--- config.mk ---
export PLATFORM = sky130hd
export DESIGN_NAME = radix_digit_string_converter_flat
export DESIGN_NICKNAME = d
export VERILOG_FILES = /design/src/rtl/rdsc_pkg.sv /design/src/rtl/rdsc_if.sv /design/src/rtl/radix_digit_string_converter.sv /design/src/flat_wrapper.sv
export SDC_FILE = /design/constraint.sdc
export NUM_CORES = 1
export LEC_CHECK = 0
export ABC_AREA = 1
export ABC_CLOCK_PERIOD_IN_PS = 12750
export BUFFER_PORTS_ARGS = -buffer_cell sky130_fd_sc_hd__buf_4
export CAP_MARGIN = 40
export CORE_MARGIN = 4
export CORE_UTILIZATION = 55
export CTS_BUF_LIST = sky130_fd_sc_hd__clkbuf_2 sky130_fd_sc_hd__clkbuf_4 sky130_fd_sc_hd__clkbuf_8
export CTS_CLUSTER_DIAMETER = 50
export CTS_CLUSTER_SIZE = 28
export DETAILED_ROUTE_END_ITERATION = 10
export GPL_TIMING_DRIVEN = 0
export PLACE_DENSITY = 0.72
export SYNTH_ARGS = -nofsm -noshare
export SYNTH_HDL_FRONTEND = slang
export SYNTH_SLANG_ARGS = --single-unit
--- constraint.sdc ---
create_clock -name clk -period 12.75 [get_ports clk]
set_input_delay 1.275 -clock clk [delete_from_list [all_inputs] [get_ports clk]]
set_output_delay 1.275 -clock clk [all_outputs]
set_load 0.02 [all_outputs]
--- src/rtl/rdsc_pkg.sv ---
package rdsc_pkg;

  localparam int ACC_WIDTH_DEF      = 32;
  localparam int MAX_OUT_DIGITS_DEF = 32;

  localparam int RADIX_W   = 6;
  localparam int CHAR_W    = 8;
  localparam int CFG_IDX_W = 1;

  localparam logic [CFG_IDX_W-1:0] REG_SOURCE_RADIX = 1'd0;
  localparam logic [CFG_IDX_W-1:0] REG_TARGET_RADIX = 1'd1;

  localparam logic [RADIX_W-1:0] SOURCE_RADIX_RST = 6'd10;
  localparam logic [RADIX_W-1:0] TARGET_RADIX_RST = 6'd16;
  localparam logic [RADIX_W-1:0] RADIX_MIN        = 6'd2;
  localparam logic [RADIX_W-1:0] RADIX_MAX        = 6'd36;
  localparam logic [RADIX_W-1:0] DECIMAL_DIGITS   = 6'd10;

  localparam logic [CHAR_W-1:0] CHAR_ZERO = 8'h30;
  localparam logic [CHAR_W-1:0] CHAR_NINE = 8'h39;
  localparam logic [CHAR_W-1:0] CHAR_A    = 8'h41;
  localparam logic [CHAR_W-1:0] CHAR_Z    = 8'h5A;

  typedef enum logic [2:0] {
    ST_IDLE,
    ST_MAC,
    ST_DIV,
    ST_STORE,
    ST_READ,
    ST_EMIT
  } rdsc_state_t;

  typedef struct packed {
    logic               ok;
    logic [RADIX_W-1:0] value;
  } digit_val_t;

  function automatic logic [RADIX_W-1:0] clamp_radix(logic [RADIX_W-1:0] r);
    logic [RADIX_W-1:0] res;
    if (r < RADIX_MIN) res = RADIX_MIN;
    else if (r > RADIX_MAX) res = RADIX_MAX;
    else res = r;
    return res;
  endfunction

  function automatic digit_val_t char_value(logic [CHAR_W-1:0] c);
    digit_val_t  res;
    logic [CHAR_W-1:0] diff;
    res.ok    = 1'b0;
    res.value = '0;
    if (c >= CHAR_ZERO && c <= CHAR_NINE) begin
      diff      = c - CHAR_ZERO;
      res.ok    = 1'b1;
      res.value = diff[RADIX_W-1:0];
    end else if (c >= CHAR_A && c <= CHAR_Z) begin
      diff      = c - CHAR_A;
      res.ok    = 1'b1;
      res.value = diff[RADIX_W-1:0] + DECIMAL_DIGITS;
    end
    return res;
  endfunction

  function automatic logic [CHAR_W-1:0] value_char(logic [RADIX_W-1:0] v);
    logic [CHAR_W-1:0] res;
    if (v < DECIMAL_DIGITS) res = CHAR_ZERO + {2'b00, v};
    else res = CHAR_A + {2'b00, v - DECIMAL_DIGITS};
    return res;
  endfunction

endpackage

--- src/rtl/rdsc_if.sv ---
interface rdsc_in_if;
  logic       valid;
  logic       ready;
  logic [7:0] digit_char;
  logic       last_digit;

  modport source (output valid, output digit_char, output last_digit, input ready);
  modport sink   (input valid, input digit_char, input last_digit, output ready);
endinterface

interface rdsc_out_if;
  logic       valid;
  logic       ready;
  logic [7:0] out_char;
  logic       last_out;
  logic       overflow;
  logic       bad_digit;

  modport source (output valid, output out_char, output last_out, output overflow,
                  output bad_digit, input ready);
  modport sink   (input valid, input out_char, input last_out, input overflow,
                  input bad_digit, output ready);
endinterface

--- src/rtl/radix_digit_string_converter.sv ---
// Each input word is captured, then folded into the accumulator by one multiply-add.
// A word marked last then runs a restoring divider, ACC_WIDTH bit steps plus one
// store per result digit, and emits the digits, each with a digit memory read and
// then an output, when the sink is ready. Input is not ready from capture until
// the multiply-add ends, or for a last word until the final digit is taken.
// rst is synchronous: radices to 10 and 16, accumulator and flags to zero.
module radix_digit_string_converter
  import rdsc_pkg::*;
#(
  parameter int ACC_WIDTH      = ACC_WIDTH_DEF,
  parameter int MAX_OUT_DIGITS = MAX_OUT_DIGITS_DEF
) (
  input  logic                 clk,
  input  logic                 rst,
  input  logic                 cfg_we,
  input  logic [CFG_IDX_W-1:0] cfg_index,
  input  logic [RADIX_W-1:0]   cfg_data,
  rdsc_in_if.sink              in_ch,
  rdsc_out_if.source           out_ch
);

  localparam int PROD_W = ACC_WIDTH + RADIX_W;
  localparam int BIT_W  = $clog2(ACC_WIDTH);
  localparam int CNT_W  = $clog2(MAX_OUT_DIGITS + 1);
  localparam int IDX_W  = $clog2(MAX_OUT_DIGITS);

  rdsc_state_t state, state_next;

  logic [RADIX_W-1:0]   src_radix;
  logic [RADIX_W-1:0]   tgt_radix;
  logic [CHAR_W-1:0]    char_reg;
  logic                 last_reg;
  logic [ACC_WIDTH-1:0] acc;
  logic                 ovf_seen;
  logic                 bad_seen;
  logic [ACC_WIDTH-1:0] quo;
  logic [RADIX_W-1:0]   rem;
  logic [BIT_W-1:0]     bit_cnt;
  logic [CNT_W-1:0]     count;
  logic [IDX_W-1:0]     emit_idx;
  logic [RADIX_W-1:0]   rd_data;
  logic [RADIX_W-1:0]   digit_mem [MAX_OUT_DIGITS];

  logic [RADIX_W-1:0]   sr;
  logic [RADIX_W-1:0]   tr;
  digit_val_t           dv;
  logic                 digit_ok;
  logic [PROD_W-1:0]    mac_sum;
  logic                 mac_wrap;
  logic [ACC_WIDTH-1:0] acc_mac;
  logic [RADIX_W:0]     rem_shift;
  logic                 rem_ge;
  logic [RADIX_W:0]     rem_new;
  logic                 div_done;
  logic                 can_store;
  logic                 out_take;

  assign sr       = clamp_radix(src_radix);
  assign tr       = clamp_radix(tgt_radix);
  assign dv       = char_value(char_reg);
  assign digit_ok = dv.ok && (dv.value < sr);
  assign mac_sum  = PROD_W'(acc) * PROD_W'(sr) + PROD_W'(dv.value);
  assign mac_wrap = |mac_sum[PROD_W-1:ACC_WIDTH];
  assign acc_mac  = digit_ok ? mac_sum[ACC_WIDTH-1:0] : acc;

  assign rem_shift = {rem, quo[ACC_WIDTH-1]};
  assign rem_ge    = rem_shift >= {1'b0, tr};
  assign rem_new   = rem_ge ? rem_shift - {1'b0, tr} : rem_shift;
  assign div_done  = bit_cnt == BIT_W'(ACC_WIDTH - 1);
  assign can_store = count < CNT_W'(MAX_OUT_DIGITS);
  assign out_take  = (state == ST_EMIT) && out_ch.ready;

  always_ff @(posedge clk) begin
    if (rst) begin
      src_radix <= SOURCE_RADIX_RST;
      tgt_radix <= TARGET_RADIX_RST;
    end else if (cfg_we) begin
      unique case (cfg_index)
        REG_SOURCE_RADIX: src_radix <= cfg_data;
        REG_TARGET_RADIX: tgt_radix <= cfg_data;
      endcase
    end
  end

  always_ff @(posedge clk) begin
    if (rst) state <= ST_IDLE;
    else state <= state_next;
  end

  always_comb begin
    state_next = state;
    unique case (state)
      ST_IDLE:  if (in_ch.valid) state_next = ST_MAC;
      ST_MAC:   state_next = last_reg ? ST_DIV : ST_IDLE;
      ST_DIV:   if (div_done) state_next = ST_STORE;
      ST_STORE: state_next = (quo != '0) ? ST_DIV : ST_READ;
      ST_READ:  state_next = ST_EMIT;
      ST_EMIT: begin
        if (out_ch.ready) state_next = (emit_idx == '0) ? ST_IDLE : ST_READ;
      end
      default:  state_next = ST_IDLE;
    endcase
  end

  always_comb begin
    in_ch.ready      = state == ST_IDLE;
    out_ch.valid     = state == ST_EMIT;
    out_ch.out_char  = value_char(rd_data);
    out_ch.last_out  = emit_idx == '0;
    out_ch.overflow  = ovf_seen;
    out_ch.bad_digit = bad_seen;
  end

  always_ff @(posedge clk) begin
    if (rst) begin
      acc      <= '0;
      ovf_seen <= 1'b0;
      bad_seen <= 1'b0;
    end else begin
      if (state == ST_MAC) begin
        acc <= acc_mac;
        if (digit_ok && mac_wrap) ovf_seen <= 1'b1;
        if (!digit_ok) bad_seen <= 1'b1;
      end
      if (state == ST_STORE && !can_store) ovf_seen <= 1'b1;
      if (out_take && emit_idx == '0) begin
        acc      <= '0;
        ovf_seen <= 1'b0;
        bad_seen <= 1'b0;
      end
    end
  end

  // capture, divider and emit datapath
  always_ff @(posedge clk) begin
    unique case (state)
      ST_IDLE: begin
        char_reg <= in_ch.digit_char;
        last_reg <= in_ch.last_digit;
      end
      ST_MAC: begin
        quo     <= acc_mac;
        rem     <= '0;
        bit_cnt <= '0;
        count   <= '0;
      end
      ST_DIV: begin
        quo     <= {quo[ACC_WIDTH-2:0], rem_ge};
        rem     <= rem_new[RADIX_W-1:0];
        bit_cnt <= bit_cnt + 1'b1;
      end
      ST_STORE: begin
        rem     <= '0;
        bit_cnt <= '0;
        if (can_store) count <= count + 1'b1;
        emit_idx <= can_store ? count[IDX_W-1:0] : IDX_W'(MAX_OUT_DIGITS - 1);
      end
      ST_READ: begin
      end
      ST_EMIT: begin
        if (out_ch.ready && emit_idx != '0) emit_idx <= emit_idx - 1'b1;
      end
      default: begin
      end
    endcase
  end

  always_ff @(posedge clk) begin
    if (state == ST_STORE && can_store) digit_mem[count[IDX_W-1:0]] <= rem;
    if (state == ST_READ) rd_data <= digit_mem[emit_idx];
  end

endmodule

--- src/flat_wrapper.sv ---
// flat-port wrapper written by rule: the top's interface ports become plain ports
module radix_digit_string_converter_flat import rdsc_pkg::*;
#(
  parameter int ACC_WIDTH      = ACC_WIDTH_DEF,
  parameter int MAX_OUT_DIGITS = MAX_OUT_DIGITS_DEF
)
  (clk, rst, cfg_we, cfg_index, cfg_data, in_ch_valid, in_ch_digit_char, in_ch_last_digit, in_ch_ready, out_ch_valid, out_ch_out_char, out_ch_last_out, out_ch_overflow, out_ch_bad_digit, out_ch_ready);
  rdsc_in_if in_ch_i ();
  rdsc_out_if out_ch_i ();
  input  logic clk;
  input  logic rst;
  input  logic cfg_we;
  input  logic [CFG_IDX_W-1:0] cfg_index;
  input  logic [RADIX_W-1:0] cfg_data;
  input wire logic [$bits(in_ch_i.valid)-1:0] in_ch_valid;
  input wire logic [$bits(in_ch_i.digit_char)-1:0] in_ch_digit_char;
  input wire logic [$bits(in_ch_i.last_digit)-1:0] in_ch_last_digit;
  output wire logic [$bits(in_ch_i.ready)-1:0] in_ch_ready;
  output wire logic [$bits(out_ch_i.valid)-1:0] out_ch_valid;
  output wire logic [$bits(out_ch_i.out_char)-1:0] out_ch_out_char;
  output wire logic [$bits(out_ch_i.last_out)-1:0] out_ch_last_out;
  output wire logic [$bits(out_ch_i.overflow)-1:0] out_ch_overflow;
  output wire logic [$bits(out_ch_i.bad_digit)-1:0] out_ch_bad_digit;
  input wire logic [$bits(out_ch_i.ready)-1:0] out_ch_ready;
  assign in_ch_i.valid = in_ch_valid;
  assign in_ch_i.digit_char = in_ch_digit_char;
  assign in_ch_i.last_digit = in_ch_last_digit;
  assign in_ch_ready = in_ch_i.ready;
  assign out_ch_valid = out_ch_i.valid;
  assign out_ch_out_char = out_ch_i.out_char;
  assign out_ch_last_out = out_ch_i.last_out;
  assign out_ch_overflow = out_ch_i.overflow;
  assign out_ch_bad_digit = out_ch_i.bad_digit;
  assign out_ch_i.ready = out_ch_ready;
  radix_digit_string_converter #(.ACC_WIDTH(ACC_WIDTH), .MAX_OUT_DIGITS(MAX_OUT_DIGITS)) u_core (.clk(clk), .rst(rst), .cfg_we(cfg_we), .cfg_index(cfg_index), .cfg_data(cfg_data), .in_ch(in_ch_i), .out_ch(out_ch_i));
endmodule
==> flow_summary.ini, run 1 <==
[power_and_ir_drop]
seq_power_share = 0.483
ir_drop_v = 0.0000914
leakage_nw = 9.68
clkPwrFrac = 0.216
pwr-share-comb = 0.302
power_density_nw_per_um2 = 129
switching_power_mw = 1.03
p_sw_frac = 0.360
internal-power_mw = 1.83

[critical_path]
critPathKind = flop to flop
critPathRequiredTime_ns = 13.22
worstPathArrival_ns = 6.94
critPathCaptureType = flop
start_kind = flop
cp_max_fo = 10

[cts]
cts_hold_buf = 0
cts_buffers = 27
post_cts_resized = 0
ctsRootBufferMaster = clkbuf_8
cts_sinks = 310
post_cts_buffers = 0
clk-insertion-delay-late_ns = 0.59
clk_pin_slew_ns = 0.11
cts_max_path_buffers = 3
cts_max_level = 1
tritoncts = yes

[synthesis]
synth_warnings = 0
synth-seq-cells = 310
yosysMostFrequentCell = nor2_1
synth_edf_count = 261
synthCells = 2271
syn-num-nets = 2530
synthTopCellsByCount = nor2_1, nand2_1, edfxtp_1
synth_top_area_cell = edfxtp_1
synth_top_flop_cell = edfxtp_1
ys_async_sr_fraction = 0
yosysTopAreaCellShare = 0.383
synth_area_um2 = 20500
synth_seq_area_share = 0.431
synth.area.top_cells = edfxtp_1, fa_1, nor2_1
synth_cell_type_count = 48
synth_area_per_cell_um2 = 9.01

[routing]
final_antenna_net_count = 0
first_iter_violations = 1497
viasPerCell = 5.75
remaining_drc_errors = 0
wl_per_cell_um = 19.3
routed_wl_um = 54800
vias = 16278
first_pass_iters = 6

[flow_run]
maxCapViolCount = 0

[floorplanning]
ioPinCount = 34
floorplan.rows = 70
initial_core_util = 0.559
die_w_um = 201
die_h_um = 201
fp.coreArea_um2 = 36600
die-area_um2 = 40300

[grt]
gr-total-overflow = 0
grt_max_degree = 29
grt_pass1_wl_um = 87500
antenna_found_initial = 0
grt_usage = 0.271
grt_pass1_vias = 16250

[final_layout]
final_cell_area_um2 = 22100
largest_reg_flops = 192
drive_gt1_frac = 0.0537
fin_nets = 2603
syn_to_final_growth_pct = 7.83
antenna_cells = 0

[place]
placed_cell_area_um2 = 21500
place.gp.congestion = 0.980
hpwl_um = 43400
portBuffers = 33

[timing]
relSlewSlack = 0.406
finalClockSkew_ns = 0.0178
finalMaxSlewViolations = 0
tns_ns = 0
fmax_mhz = 155
min_period_over_period = 0.507
hold_viol = 0
setup_viol = 0
post-route-min-period_ns = 6.47
tightest_slew_ns = 0.881
rsz0062_at_grt = no

[status]
status = finished, final reports clean

[hold_path]
hp-class = flop to flop
## metal layers
layer | routed length, um | track usage
met2 | 26900 | 0.473
met1 | 21400 | 0.346
met5 | 0 | 0
met4 | 2470 | 0.107
met3 | 3900 | 0.0320
## worst max-delay path, stage by stage (launching register included)
cell and delay [ns]:
dfxtp_1 0.54, inv_1 0.11, nor3_1 0.18, a21oi_1 0.19, nor2_1 0.47, clkbuf_1 0.68, nor2_1 0.14, fa_1 0.58
fa_1 0.47, fa_1 0.51, ha_1 0.30, ha_1 0.36, nand2_1 0.12, nor2_1 0.31, nand2_1 0.09, inv_1 0.09
nand4_1 0.10, nand3_1 0.28, nand2_1 0.13, nand3_1 0.09, nand2_1 0.05, nor2_1 0.09, nand3_1 0.20, nand2_1 0.18
a21oi_1 0.07
## logic make-up (layout without fill, tap and decap cells)
logic type / Yosys count / count (layout) / share of synthesized area
compound gates: 399 / 399 / 0.109
xor+xnor: 37 / 37 / 0.0158
fa+ha+maj: 238 / 238 / 0.191
buf+inv: 343 / 437 / 0.0668
flops: 310 / 310 / 0.431
simple gates: 944 / 944 / 0.185
## power by group through the flow
stage	Sequential, mW	Clock [mW]	Combinational [mW]
2_1_floorplan	1.38	0	0.533
3_3_place_gp	1.45	0	0.722
3_5_place_dp	1.40	0	0.844
4_1_cts	1.37	0.616	0.851
5_1_grt	1.39	0.657	0.953
6_report	1.38	0.615	0.861
## through the flow
| stage | std cells | utilization | power (mW) | setup WS [ns] | hold slack [ns] |
|---|---|---|---|---|---|
| after global placement | 2772 | 0.581 | 2.17 | 6.42 | 0.460 |
| after detailed placement | 2783 | 0.586 | 2.24 | 6.39 | 0.464 |
| after global routing | 2833 | 0.602 | 3.00 | 5.88 | 0.512 |
| final | 2833 | 0.602 | 2.85 | 6.28 | 0.478 |
| after CTS | 2833 | 0.602 | 2.84 | 6.33 | 0.479 |
| after floorplan | 2271 | - | 1.92 | 7.66 | 0.440 |
## placed cells by master, fill, tap and decap left out, types with 5 or more instances in the layout
cell type  instances
a21oi_1          113
a31oi_1           39
buf_4             40
buf_6              8
clkbuf_1          65
clkbuf_8          28
dfxtp_1           49
edfxtp_1         261
fa_1             125
ha_1             113
inv_1            256
inv_8              5
nand2_1          397
nand3_1           56
nand4_1           10
nor2_1           430
nor3_1            20
nor4_1             6
o21ai_0          155
o21ai_1           15
o21bai_1          12
o221ai_1          18
o22ai_1           32
or2_2              7
xnor2_1            8
xor2_1            29
## path summary, 6_finish.rpt
kind / endpoint / depth (start not counted) / slack [ns] / startpoint
max: u_core.out_ch.overflow / 24 / 6.28 / u_core.src_radix[2]
min: u_core.tgt_radix[0] / 2 / 0.48 / u_core.tgt_radix[0]
max reg2reg: u_core.out_ch.overflow / 24 / 6.28 / u_core.src_radix[2]
min reg2reg: u_core.tgt_radix[0] / 2 / 0.48 / u_core.tgt_radix[0]
## layout make-up
| cell class | count | area [um2] |
|---|---|---|
| Fill cell | 3179 | 14600 |
| Multi-Input combinational cell | 1618 | 10300 |
| Inverter | 261 | 981 |
| Sequential cell | 310 | 8820 |
| Timing Repair Buffer | 44 | 430 |
| Tap cell | 468 | 586 |
| Clock inverter | 21 | 193 |
| Buffer | 82 | 385 |
| Clock buffer | 29 | 393 |
No activity file was read; power rests on OpenSTA's default activity.
==> inputs of run 2 (changes only) <==
- ABC_CLOCK_PERIOD_IN_PS: 12750 -> 5950
- clock period: 12.75 -> 5.95 ns (I/O delays scaled with it)
==> flow_summary.ini, run 2 (same netlist as run 1, synthesis figures left out) <==
[timing]
finalClockSkew_ns = 0.0252
tightest_slew_ns = 0.873
finalMaxSlewViolations = 0
min_period_over_period = 0.976
setup_viol = 0
tns_ns = 0
fin_ws_ns = 0.140
hold_viol = 0
relSlewSlack = 0.412
post-route-min-period_ns = 5.81
fmax_mhz = 172

[grt]
grt_usage = 0.271
grt_max_degree = 29
grt_pass1_vias = 16273
antenna_found_initial = 0
grt_pass1_wl_um = 87600
gr-total-overflow = 0

[routing]
remaining_drc_errors = 0
first_pass_iters = 8
wl_per_cell_um = 19.4
viasPerCell = 5.75
first_iter_violations = 1510
vias = 16281
routed_wl_um = 54800
final_antenna_net_count = 0

[final_layout]
largest_reg_flops = 192
syn_to_final_growth_pct = 8.28
fin_cells = 2833
final_common_cell = nor2_1
fillers = 3172
fin_nets = 2603
antenna_cells = 0
final_cell_mix = nor2_1, nand2_1, edfxtp_1
drive_gt1_frac = 0.0655

[power_and_ir_drop]
total_power_mw = 6.13
ir_drop_v = 0.000193
power_density_nw_per_um2 = 277
leakage_nw = 9.73

[floorplanning]
die_w_um = 201
die_h_um = 201
fp.coreArea_um2 = 36600
initial_core_util = 0.559
die-area_um2 = 40300
floorplan.rows = 70
ioPinCount = 34

[critical_path]
worstReg2RegEnd = u_core.out_ch.overflow
path_buf_inv = 1
critPathCaptureType = flop
r2r_cells = 23
cp_max_fo = 10
cp_cell_sequence = or2_4 > nor3_2 > a21oi_4 > nor2_4 > clkbuf_2 > nor2_1 > fa_1 > fa_1 > fa_1 > ha_1 > ha_1 > a21oi_1 > nand2_1 > a21oi_1 > nand3_1 > nand2_1 > nand2_1 > nand2_1 > nand2_1 > nor2_1 > nand3_1 > nand2_1 > a21oi_1
critPathRequiredTime_ns = 6.41
crit_family = adder cells
start_kind = flop
max_stage_delay_ns = 0.57
critPathMostFrequentCell = nand2_1
cp_slowest_cell = fa_1
worstPathArrival_ns = 6.27
rrSetupSlack_ns = 0.14
critPathKind = flop to flop
timing.rr.start = u_core.src_radix[3]

[hold_path]
holdPathStages = 1
whs_endpoint = u_core.char_reg[6]
hold_start = in_ch_digit_char[6]
hp-class = primary input to flop

[flow_run]
maxCapViolCount = 0

[cts]
cts_max_level = 1
post_cts_buffers = 0
ctsRootBufferMaster = clkbuf_8
cts_max_path_buffers = 3
clk-insertion-delay-late_ns = 0.59
tritoncts = yes
cts_sinks = 310
clk_pin_slew_ns = 0.11
cts_buffers = 27

[place]
portBuffers = 33
hpwl_um = 43400
placed_cells = 2783
place.gp.congestion = 0.980
pre_cts_ws_ns = -0.413

[status]
status = finished, final reports clean
[run 2: cell types whose count changed in the layout (fill, tap and decap cells not counted), sizes merged]
| cell | before | now |
|---|---|---|
| buf | 61 | 63 |
| clkbuf | 94 | 92 |
[run 2: power by group]
part	total, mW	switching (mW)	leakage (nW)	internal, mW
clock	1.32	0.787	0.292	0.530
combinational	1.86	1.21	6.64	0.646
sequential	2.95	0.203	2.80	2.75
[run 2: layout make-up]
cell class | instances | area (um2) | area share
Clock inverter | 21 | 193 | 0.00870
Buffer | 82 | 415 | 0.0188
Multi-Input combinational cell | 1618 | 10300 | 0.466
Sequential cell | 310 | 8820 | 0.398
Tap cell | 468 | 586 | 0.0264
Inverter | 261 | 981 | 0.0443
Timing Repair Buffer | 44 | 430 | 0.0194
Clock buffer | 29 | 393 | 0.0177
[run 2: worst max-delay path by stage]
stage	startpoint	endpoint	slack, ns	cells past startpoint
floorplan	u_core.src_radix[3]	u_core.quo[22]	0.86	28
global placement	u_core.src_radix[2]	u_core.out_ch.overflow	-0.38	24
detailed placement	u_core.src_radix[2]	u_core.out_ch.overflow	-0.41	24
CTS	u_core.src_radix[5]	u_core.out_ch.overflow	0.01	24
global route	u_core.src_radix[3]	u_core.out_ch.overflow	-0.02	26
finish	u_core.src_radix[3]	u_core.out_ch.overflow	0.14	23
[run 2: timing repair]
action / 4_1_cts / 5_1_grt
setup endpoints to repair: 41 / 40
gates resized for setup: 13 / 32
hold buffers: 0 / 0
pin swaps: 0 / 0
[run 2: per-stage QoR]
step	util	area [um2]	hold slack [ns]
6_report	0.605	22100	0.175
3_5_place_dp	0.586	21500	0.464
3_3_place_gp	0.581	21300	0.460
2_1_floorplan	-	20500	0.440
5_1_grt	0.605	22100	0.146
4_1_cts	0.603	22100	0.152
[run 2: layer usage]
| layer | vias up | global-route usage | routed length, um |
|---|---|---|---|
| met5 | - | 0 | 0 |
| met4 | 0 | 0.105 | 2450 |
| met3 | 137 | 0.0325 | 4100 |
| met2 | 732 | 0.475 | 27000 |
| met1 | 7740 | 0.346 | 21300 |
| li1 | 7672 | - | - |
==> inputs of run 3 (changes only) <==
- CTS_BUF_LIST: sky130_fd_sc_hd__clkbuf_2 sky130_fd_sc_hd__clkbuf_4 sky130_fd_sc_hd__clkbuf_8 -> sky130_fd_sc_hd__clkbuf_4
==> flow_summary.ini, run 3 (same netlist as run 1, synthesis figures left out) <==
[cts]
cts_max_level = 1
cts_buffers = 27
post_cts_buffers = 0
cts_sinks = 310
cts_max_path_buffers = 3
tritoncts = yes
ctsRootBufferMaster = clkbuf_4
clk-insertion-delay-late_ns = 0.73
clk_pin_slew_ns = 0.17

[critical_path]
critPathLaunch = u_core.src_radix[3]
critPathCaptureType = flop
start_kind = flop
timing.rr.start = u_core.src_radix[3]
worstPathArrival_ns = 6.36
cp_max_fo = 10
critPathRequiredTime_ns = 6.58
critPathKind = flop to flop
r2r_cells = 23

[routing]
viasPerCell = 5.71
vias = 16231
remaining_drc_errors = 0
first_pass_iters = 7
first_iter_violations = 1383
wl_per_cell_um = 19.3
routed_wl_um = 54900
final_antenna_net_count = 0

[floorplanning]
die_w_um = 201
ioPinCount = 34
die-area_um2 = 40300
die_h_um = 201
floorplan.rows = 70
fp.coreArea_um2 = 36600
initial_core_util = 0.559

[flow_run]
maxCapViolCount = 0

[timing]
fmax_mhz = 174
setup_viol = 0
finalClockSkew_ns = 0.0253
timing.hold.ws_ns = 0.0562
post-route-min-period_ns = 5.73
relSlewSlack = 0.418
tns_ns = 0
tightest_slew_ns = 0.864
hold_viol = 0
finalMaxSlewViolations = 0
min_period_over_period = 0.963

[place]
hpwl_um = 43400
portBuffers = 33
place.gp.congestion = 0.980

[grt]
grt_usage = 0.271
grt_pass1_wl_um = 87700
grt_pass1_vias = 16318
grt_max_degree = 29
gr-total-overflow = 0
antenna_found_initial = 1

[power_and_ir_drop]
ir_drop_v = 0.000154
total_power_mw = 5.88
leakage_nw = 9.69
power_density_nw_per_um2 = 267

[final_layout]
drive_gt1_frac = 0.0657
final_common_cell = nor2_1
largest_reg_flops = 192
layout.area.seq_um2 = 8820
multiInputGateArea_um2 = 10300
final_cell_mix = nor2_1, nand2_1, edfxtp_1
syn_to_final_growth_pct = 7.82
fin_nets = 2611
fillers = 3192
finish.utilization = 0.602

[hold_path]
hp-class = primary input to flop
holdPathStages = 1
hold_start = in_ch_last_digit

[status]
status = finished, final reports clean
-- run 3: cell type report --
cell class	count	share of cell area
clock buffer	28	0.00953
buffer	82	0.0188
inverter	261	0.0445
clock inverter	22	0.00874
multi-input combinational	1618	0.469
sequential	310	0.400
antenna	1	0.000113
tap	468	0.0266
timing repair buffer	52	0.0232
-- run 3: through the flow --
| step | setup WS [ns] | instance area (um2) | std cells |
|---|---|---|---|
| floorplan | 0.859 | 20500 | 2271 |
| global placement | -0.380 | 21300 | 2772 |
| detailed placement | -0.413 | 21500 | 2783 |
| CTS | 0.00230 | 22000 | 2840 |
| global route | -0.0203 | 22000 | 2842 |
| finish | 0.217 | 22000 | 2842 |
-- run 3: path summary, 6_finish.rpt --
path | endpoint | slack (ns)
worst min-delay path | u_core.last_reg | 0.06
worst max-delay path | u_core.out_ch.overflow | 0.22
worst max register to register | u_core.out_ch.overflow | 0.22
worst min register to register | u_core.tgt_radix[0] | 0.48
-- run 3: per-layer routing --
| layer | up-vias | share of wire | track usage | wire [um] |
|---|---|---|---|---|
| met5 | - | 0 | 0 | 0 |
| li1 | 7700 | - | - | - |
| met1 | 7694 | 0.39 | 0.345 | 21200 |
| met2 | 694 | 0.49 | 0.476 | 27100 |
| met4 | 0 | 0.046 | 0.106 | 2520 |
| met3 | 143 | 0.074 | 0.0331 | 4090 |
-- run 3: critical path: stages (launching register included) --
cell and delay [ns]:
dfxtp_1 0.36, or2_4 0.28, nor3_2 0.20, a21oi_4 0.13, nor2_4 0.22, clkbuf_2 0.40
nor2_1 0.12, fa_1 0.58, fa_1 0.46, fa_1 0.53, ha_1 0.31, ha_1 0.37
a21oi_1 0.26, nand2_1 0.19, a21oi_1 0.17, nand3_1 0.26, nand2_1 0.17, nand2_1 0.06
nand2_1 0.06, nand2_1 0.04, nor2_1 0.11, nand3_2 0.15, nand2_1 0.15, a21oi_1 0.07
-- run 3: power by group --
group	leakage [nW]	switching (mW)	internal, mW	total (mW)
registers	2.80	0.203	2.75	2.95
clock network	0.210	0.750	0.318	1.07
logic	6.68	1.21	0.651	1.86
-- run 3: repair_timing --
action                                  CTS  global route
hold buffers                              7             1
gates resized for setup                  13            33
endpoints found under the setup margin   41            40
hold endpoints to repair                  7             1
pin swaps                                 0             0
